$ cat src/rtl/spi_pkg.sv
`timescale 1ns / 1ps
`default_nettype none

package spi_pkg;

  localparam int COLOR_W = 24;
  localparam int RANK_W  = 10;
  localparam int COUNT_W = 11;
  localparam int IB_W    = 3;

  // fan-in of one node of the registered OR tree
  localparam int FANIN = 32;

  localparam int RANK_MAX          = 1023;
  localparam int COUNT_MAX         = 2047;
  localparam int BYTE_INDEX_LIMIT  = 256;
  localparam int SHORT_INDEX_LIMIT = 65536;

  localparam logic [IB_W-1:0] IB_ONE  = 3'd1;
  localparam logic [IB_W-1:0] IB_TWO  = 3'd2;
  localparam logic [IB_W-1:0] IB_FOUR = 3'd4;

  typedef enum logic [1:0] {
    OP_INSERT = 2'd0,
    OP_LOOKUP = 2'd1,
    OP_READ   = 2'd2,
    OP_CLEAR  = 2'd3
  } op_t;

  typedef enum logic [1:0] {
    ST_IDLE,
    ST_BUSY,
    ST_DONE
  } state_t;

  // broadcast from the controller to every cell
  typedef struct packed {
    logic               take;     // item accepted: compare and latch contribution
    op_t                op;
    logic [COLOR_W-1:0] color;
    logic [RANK_W-1:0]  rank_in;
    logic               ins;      // shift in color at the boundary
    logic               clr;      // drop all entries
  } cmd_t;

  // what a cell hands to its upper neighbor
  typedef struct packed {
    logic [COLOR_W-1:0] color;
    logic               valid;
    logic               lt_now;   // valid and smaller than the broadcast color
    logic               lt_r;     // the same, latched when the item was taken
  } link_t;

endpackage

`default_nettype wire

$ cat src/rtl/spi_or_stage.sv
`timescale 1ns / 1ps
`default_nettype none

module spi_or_stage #(
  parameter int NI = 32,
  parameter int NO = 1,
  parameter int W  = 36
) (
  input  logic                  clk,
  input  wire  [NI-1:0][W-1:0]  din,
  output wire  [NO-1:0][W-1:0]  dout
);
  import spi_pkg::*;

  logic [NO-1:0][W-1:0] grp_nxt;
  logic [NO-1:0][W-1:0] grp_r;

  // at most one contributor per group carries a select, so OR merges them
  always_comb begin
    grp_nxt = '0;
    for (int j = 0; j < NO; j++) begin
      for (int k = 0; k < FANIN; k++) begin
        if (j * FANIN + k < NI) begin
          grp_nxt[j] = grp_nxt[j] | din[j * FANIN + k];
        end
      end
    end
  end

  always_ff @(posedge clk) begin
    grp_r <= grp_nxt;
  end

  assign dout = grp_r;

endmodule

`default_nettype wire
$ cat config.mk
export PLATFORM = sky130hd
export DESIGN_NAME = spi_or_stage
export DESIGN_NICKNAME = d
export VERILOG_FILES = /design/src/rtl/spi_pkg.sv /design/src/rtl/spi_or_stage.sv
export SDC_FILE = /design/constraint.sdc
export NUM_CORES = 1
export LEC_CHECK = 0
export ABC_AREA = 1
export BUFFER_PORTS_ARGS = -buffer_cell sky130_fd_sc_hd__buf_4
export CAP_MARGIN = 20
export CELL_PAD_IN_SITES_DETAIL_PLACEMENT = 2
export CELL_PAD_IN_SITES_GLOBAL_PLACEMENT = 2
export CORE_AREA = 8 8 452 454
export DETAILED_ROUTE_END_ITERATION = 6
export DIE_AREA = 0 0 460 462
export PLACE_DENSITY = 0.49
export SLEW_MARGIN = 30
export SYNTH_ARGS = -nofsm -noshare
export SYNTH_HDL_FRONTEND = slang
export SYNTH_SLANG_ARGS = --single-unit
$ cat constraint.sdc
create_clock -name clk -period 0.9 [get_ports clk]
set_clock_uncertainty 0.15 [all_clocks]
set_input_delay 0.045 -clock clk [delete_from_list [all_inputs] [get_ports clk]]
set_output_delay 0.045 -clock clk [all_outputs]
set_load 0.1 [all_outputs]
==> out/results.ini <==
[outcome]
outcome = complete, but fails checks
violations = hold timing, setup timing

[final_layout]
stdcell_count = 5604
final-seq-area_um2 = 791
finalCoreUtilization = 0.108
largest_reg_flops = 36
design_area_mm2 = 0.0212
fillers = 24077
syn_to_final_growth_pct = 196
nets = 4102
drive_above_1_share = 0.470
multi_input_area_mm2 = 0.00442

[sta]
slew_headroom = 0.665
finalCriticalPeriod_ns = 1.21
setup_viol = 36
rsz0062_at_grt = true
hold_viol = 36
max_clock_freq_mhz = 823
period_share = 1.35
worstMarginPinSlew_ns = 0.503
fin_hold_ws_ns = -0.185
worst_slack_ns = -0.314
final_max_slew_viol_count = 0

[global_route]
gr-total-overflow = 0
antenna_found_initial = 78
grt_max_degree = 11
grt_pass1_vias = 16236
grt_pass1_wl_mm = 148
grt.total_usage = 0.104

[min_path]
hold_class = in -> reg

[pwr]
switchingPower_w = 0.00360
irDropWorstVdd_mv = 0.758
power_frac_seq = 0.152
switching_share = 0.352
clockPowerShare = 0.239
pwr_density_cell_mw_per_mm2 = 484
p_leak_nw = 11.6
pwr-share-comb = 0.608
p_int_w = 0.00663

[yosys]
synth_top_area_frac = 0.302
ys_types = 7
synth_nets = 2809
synth_ff_type = dfxtp_1
synth.area.top_cells = inv_1 30%, nor2_1 25%, nand2_1 23%
yosysMostFrequentCell = inv_1
ys_seq_elements = 36
synth_common_cells = 576 x inv_1, 468 x nor2_1, 432 x nand2_1
syn-cell-area_mm2 = 0.00716
synth_top_area_cell = inv_1
async_flop_share = 0
synth_edf_count = 0
synth.avg_cell_area_um2 = 4.32
synth_warnings = 0
synthCells = 1656
seq_area_frac_synth = 0.101

[critical_path]
endpoint_kind = output port
crit_required_ns = 0.70
max_stage_delay_ns = 0.44
crit_path_start_kind = flip-flop
cp_slowest_cell = dfxtp_4
path_class = reg -> out
critical_path_arrival_ns = 1.02
critPathBufInv = 1
cp_top_family = flip-flops
cp_max_fo = 1
crit_chain = buf_12

[route]
viasPerCell = 2.54
drt_iter0_markers = 314
via_count = 14246
drc = 0
wl_mm = 118
wl_per_cell_um = 21.0
first_pass_iters = 4
detail-route-antenna-nets = 0

[floorplan]
rows = 163
die_w_um = 460
core-area_mm2 = 0.197
dieArea_mm2 = 0.213
initial_core_util = 0.0364
die_y_um = 462
ioPinCount = 1189

[clock_tree]
root_buffer = clkbuf_16
clkTransAtPathRegs_ns = 0.10
numCtsBuffers = 5
clock_sinks = 36
clockBufferDepth = 2
cts_setup_buffers = 0
htreeDepth = 2
cts_tree = yes
hold_buffers = 12

[placement]
port_buffers = 1188
place_area_mm2 = 0.0204
dp_hpwl_mm = 114
dp_cells = 5575
place.gp.congestion = 0.903

[run]
maxCapViolations = 0

==> placed cells by master, fill, tap and decap left out, types with 14 or more instances in the layout <==
cell type and n:
inv_1 576, and2_1 71, nor2_1 437, nand2_1 430
diode_2 14, dfxtp_2 26, nor2_2 57, buf_12 48
buf_4 1226, nand4_1 36
==> through the flow <==
stage / worst slack, ns / setup TNS [ns] / power, W
2_1_floorplan: 0.0792 / 0 / 0.00280
3_3_place_gp: -0.884 / -12.74 / 0.00788
3_5_place_dp: -0.855 / -12.51 / 0.00798
4_1_cts: -0.387 / -10.21 / 0.0109
5_1_grt: -0.373 / -9.66 / 0.0113
6_report: -0.314 / -7.40 / 0.0102
==> power groups by stage <==
stage | clock, W | combinational (W) | sequential, W
3_5_place_dp | 0 | 0.00636 | 0.00163
6_report | 0.00245 | 0.00623 | 0.00156
2_1_floorplan | 0 | 0.00117 | 0.00163
5_1_grt | 0.00287 | 0.00687 | 0.00156
4_1_cts | 0.00291 | 0.00645 | 0.00156
3_3_place_gp | 0 | 0.00625 | 0.00163
==> repair_timing <==
item | CTS | global route
setup endpoints to repair | 45 | 51
gates resized for setup | 118 | 30
pin swaps | 2 | 16
hold endpoints to repair | 36 | 35
==> per-layer routing <==
layer,track usage,up-vias,wire length [um]
li1,-,7076,-
met1,0.118,6191,45000
met2,0.186,833,57700
met3,0.0453,110,13300
met4,0.0147,36,1520
met5,0,-,239
==> cell families (layout without fill, tap and decap cells) <==
family | Yosys count | count (layout) | share of synthesized area
and+or+nand+nor | 1044 | 1044 | 0.597
DFF | 36 | 36 | 0.101
other | 0 | 14 | 0
buffers and inverters | 576 | 1870 | 0.302
==> final timing paths <==
check / depth (start not counted) / to / slack (ns) / startpoint
max: 1 / dout[14] / -0.31 / dout[14]
min: 5 / dout[32] / -0.19 / din[320]
==> area by class of cell <==
class,count,area share
clock buffer,8,0.00692
multi-input combinational,1044,0.209
tap,2640,0.156
antenna,14,0.00166
timing repair buffer,1286,0.487
inverter,576,0.102
sequential,36,0.0374
Note: power is estimated with default switching activity, not from simulation.
