## config.mk

```make
export PLATFORM = sky130hd
export DESIGN_NAME = spi_cell
export DESIGN_NICKNAME = d
export VERILOG_FILES = /design/src/rtl/spi_pkg.sv /design/src/rtl/spi_cell.sv
export SDC_FILE = /design/constraint.sdc
export NUM_CORES = 1
export LEC_CHECK = 0
export BUFFER_PORTS_ARGS = -buffer_cell sky130_fd_sc_hd__buf_2
export CAP_MARGIN = 40
export CORE_UTILIZATION = 51
export DETAILED_ROUTE_END_ITERATION = 6
export PLACE_DENSITY = 0.9
export SYNTH_ARGS = -nofsm -noshare
export SYNTH_HDL_FRONTEND = slang
export SYNTH_SLANG_ARGS = --single-unit
```

## constraint.sdc

```tcl
create_clock -name clk -period 5.2 [get_ports clk]
set_clock_uncertainty 0.15 [all_clocks]
set_input_delay 0.52 -clock clk [delete_from_list [all_inputs] [get_ports clk]]
set_output_delay 0.52 -clock clk [all_outputs]
set_load 0.02 [all_outputs]
```

## src/rtl/spi_pkg.sv

```systemverilog
`timescale 1ns / 1ps
`default_nettype none

package spi_pkg;

  localparam int COLOR_W = 24;
  localparam int RANK_W  = 10;
  localparam int COUNT_W = 11;
  localparam int IB_W    = 3;

  // fan-in of one node of the registered OR tree
  localparam int FANIN = 32;

  localparam int RANK_MAX          = 1023;
  localparam int COUNT_MAX         = 2047;
  localparam int BYTE_INDEX_LIMIT  = 256;
  localparam int SHORT_INDEX_LIMIT = 65536;

  localparam logic [IB_W-1:0] IB_ONE  = 3'd1;
  localparam logic [IB_W-1:0] IB_TWO  = 3'd2;
  localparam logic [IB_W-1:0] IB_FOUR = 3'd4;

  typedef enum logic [1:0] {
    OP_INSERT = 2'd0,
    OP_LOOKUP = 2'd1,
    OP_READ   = 2'd2,
    OP_CLEAR  = 2'd3
  } op_t;

  typedef enum logic [1:0] {
    ST_IDLE,
    ST_BUSY,
    ST_DONE
  } state_t;

  // broadcast from the controller to every cell
  typedef struct packed {
    logic               take;     // item accepted: compare and latch contribution
    op_t                op;
    logic [COLOR_W-1:0] color;
    logic [RANK_W-1:0]  rank_in;
    logic               ins;      // shift in color at the boundary
    logic               clr;      // drop all entries
  } cmd_t;

  // what a cell hands to its upper neighbor
  typedef struct packed {
    logic [COLOR_W-1:0] color;
    logic               valid;
    logic               lt_now;   // valid and smaller than the broadcast color
    logic               lt_r;     // the same, latched when the item was taken
  } link_t;

endpackage

`default_nettype wire

```

## src/rtl/spi_cell.sv

```systemverilog
`timescale 1ns / 1ps
`default_nettype none

module spi_cell #(
  parameter int IDX = 0,
  parameter int IW  = 10
) (
  input  logic                           clk,
  input  logic                           rst_n,
  input  spi_pkg::cmd_t                  cmd,
  input  spi_pkg::link_t                 prev,
  output spi_pkg::link_t                 link,
  output logic [2+IW+spi_pkg::COLOR_W-1:0] con
);
  import spi_pkg::*;

  localparam int CW = 2 + IW + COLOR_W;

  logic [COLOR_W-1:0] color_r;
  logic               valid_r;
  logic               lt_r;
  logic [CW-1:0]      con_r;

  logic               lt_now;
  logic               eq_now;
  logic               sel_now;
  logic [CW-1:0]      con_nxt;

  always_comb begin
    lt_now = valid_r && (color_r < cmd.color);
    eq_now = valid_r && (color_r == cmd.color);
    if (cmd.op == OP_READ) begin
      sel_now = valid_r && (int'(cmd.rank_in) == IDX);
    end else begin
      // first entry that is not smaller: the rank boundary
      sel_now = !lt_now && prev.lt_now;
    end
    con_nxt = sel_now ? {1'b1, eq_now, IW'(IDX), color_r} : {1'b0, eq_now, {(CW-2){1'b0}}};
  end

  always_ff @(posedge clk) begin
    if (!rst_n) begin
      valid_r <= 1'b0;
    end else if (cmd.clr) begin
      valid_r <= 1'b0;
    end else if (cmd.ins && !lt_r) begin
      valid_r <= prev.lt_r ? 1'b1 : prev.valid;
    end
  end

  always_ff @(posedge clk) begin
    if (cmd.take) begin
      lt_r  <= lt_now;
      con_r <= con_nxt;
    end
    // entries at and above the boundary move up by one
    if (cmd.ins && !lt_r) begin
      color_r <= prev.lt_r ? cmd.color : prev.color;
    end
  end

  assign link = '{color: color_r, valid: valid_r, lt_now: lt_now, lt_r: lt_r};
  assign con  = con_r;

endmodule

`default_nettype wire

```

==> results.toml <==
[outcome]
run_status = "finished clean"

[floorplan]
core_um2 = 5510
rows = 27
die_y_um = 77.5
dieArea_um2 = 6000
die_w_um = 77.5
start_util_pct = 52.8
io_pins = 131

[global_routing]
antenna_found_initial = 0
grtUsageTotal_pct = 21.5
grt_pass1_vias = 2189
grt_pass1_wl_um = 9990
grt_max_degree = 28
grt-ovfl-total = 0

[sta]
fin_setup_tns_ns = 0
slew_violations = 0
finalCriticalPeriod_ns = 3.08
finalCritPeriodShare_pct = 59.2
hold_viol_final = 0
setup-violations-final = 0
max_freq_mhz = 325
rsz0062_at_grt = "false"
timing.hold.ws_ns = 0.248
relSlewSlack_pct = 58.8
worst_pin_slew_ns = 0.618

[synthesis]
synth_top_area_share_pct = 52.7
yosysUniqueCellTypes = 34
synth_edf_count = 51
ys_ff_latch = 52
yosysTopAreaCell = "edfxtp_1"
netlist_area_um2 = 2910
synth_warnings = 0
async_flop_share_pct = 0
syn_inst = 247
synthTopCellsByArea = "edfxtp_1 (53%), ha_1 (10%), mux2_2 (9.3%), nand2_1 (3.7%), inv_1 (3.5%)"
synth_flop_cell = "edfxtp_1"
yosysSeqAreaShare_pct = 53.4
synth.avg_cell_area_um2 = 11.8

[cts]
htreeDepth = 2
cts_root_buf = "clkbuf_8"
cts_resized = 0
cts_buffers = 5
cts_hold_buffers = 0
cts_tree = "yes"
clk_pin_slew_ns = 0.09
postCtsSetupRepairBufs = 0
insertion_delay_ns = 0.29
clock_path_buffers = 2
cts_sinks = 52

[drt]
drcViolationCount = 0
dr.pass1.iters = 4
viasPerCell = 5.09
drt_wl_total_um = 6290
post_drt_wl_per_cell_um = 14.3
ant_nets = 0
drt-initial-drc-count = 58
vias = 2235

[layout]
fill_cells = 425
multiInputGateArea_um2 = 1150
syn_to_final_growth_pct = 24.1
drive_gt1_share_pct = 46.0
final_cell_mix = "buf_2 (120), edfxtp_1 (51), nand2_1 (29)"
register_area_um2 = 1550
n_antenna_cell = 0
final_nets = 458
final_area_um2 = 3610
post-route-util_pct = 65.5
final_common_cell = "buf_2"

[setup_path]
r2r-start = "color_r[19]"
cp_max_fo = 4
arrival_ns = 2.41
path_class = "reg -> out"
cp_cell_sequence = "ha_1, nand4_1, or4_4, a211oi_4, nor4_1, buf_2"
startpoint = "color_r[19]"
path_buf_inv = 1
slowest_delay_ns = 0.60
crit_slowest_cell = "or4_4"
crit_required_ns = 4.53
cp-end-kind = "output port"
cp_top_family = "simple AND/OR/NAND/NOR gates"
timing.critical_path.from_type = "flip-flop"

[hold_path]
hold_class = "in -> reg"
min-delay-start = "cmd[0]"

[power]
leakagePower_nw = 1.71
ir_worst_vdd_uv = 153
p_total_w = 0.000904
p_per_area_nw_per_um2 = 250

[placed_design]
hpwl_um = 4950
gp_congestion = 0.847
placed_area_um2 = 3530
port_buffers = 120

[job]
maxCapViolCount = 0
==> synth_stat cells, types with 3 or more instances <==
library cell / number
a21oi_1: 10
buf_4: 13
clkbuf_1: 3
edfxtp_1: 51
ha_1: 24
inv_1: 27
mux2_2: 24
nand2_1: 29
nand4_1: 5
nor2_1: 18
nor2_2: 9
nor3_1: 3
nor4_1: 3
==> area by class of cell <==
| cell class | instances | area share (%) |
|---|---|---|
| multi-input combinational | 157 | 32.0 |
| inverter | 27 | 2.81 |
| clock inverter | 1 | 0.104 |
| sequential | 52 | 43.0 |
| tap | 72 | 2.50 |
| clock buffer | 7 | 2.12 |
| timing repair buffer | 123 | 17.5 |
==> sequential cells by signal, indices dropped and copies added, names as in the netlist <==
signal   cells
con         26
color_r     24
lt_r         1
valid_r      1
==> stage by stage <==
| step | setup slack [ns] | std cells |
|---|---|---|
| after floorplan | 2.43 | 256 |
| after global placement | 2.27 | 430 |
| after detailed placement | 2.24 | 431 |
| after CTS | 2.13 | 439 |
| after global routing | 2.03 | 439 |
| final | 2.12 | 439 |
==> final timing paths <==
kind,endpoint,slack (ns),cells after the start
min,valid_r,0.25,2
min reg2reg,valid_r,0.41,2
max,link[1],2.12,6
max reg2reg,con[0],2.58,7
==> cell families after synthesis <==
family	count (synthesis)	share of synthesized area, %
DFF	52	53.4
and+or+nand+nor	78	13.8
adders and majority gates	24	10.3
muxes	24	9.30
AOI/OAI and AO/OA	21	4.82
buffers and inverters	47	8.27
other	1	0.129
==> metal layers <==
layer  global-route usage, %  up-vias  wire [um]
met2                    39.5       96       3370
met4                    8.68        0        138
li1                        -     1078          -
met1                    24.9     1049       2440
met5                       0        -          0
met3                    3.18       12        337
==> report_power, final <==
part           switching (W)  total (W)  internal (W)
combinational       0.000111   0.000186     0.0000750
sequential         0.0000127   0.000503      0.000491
clock               0.000120   0.000214     0.0000940
(Power assumes the default switching activity.)
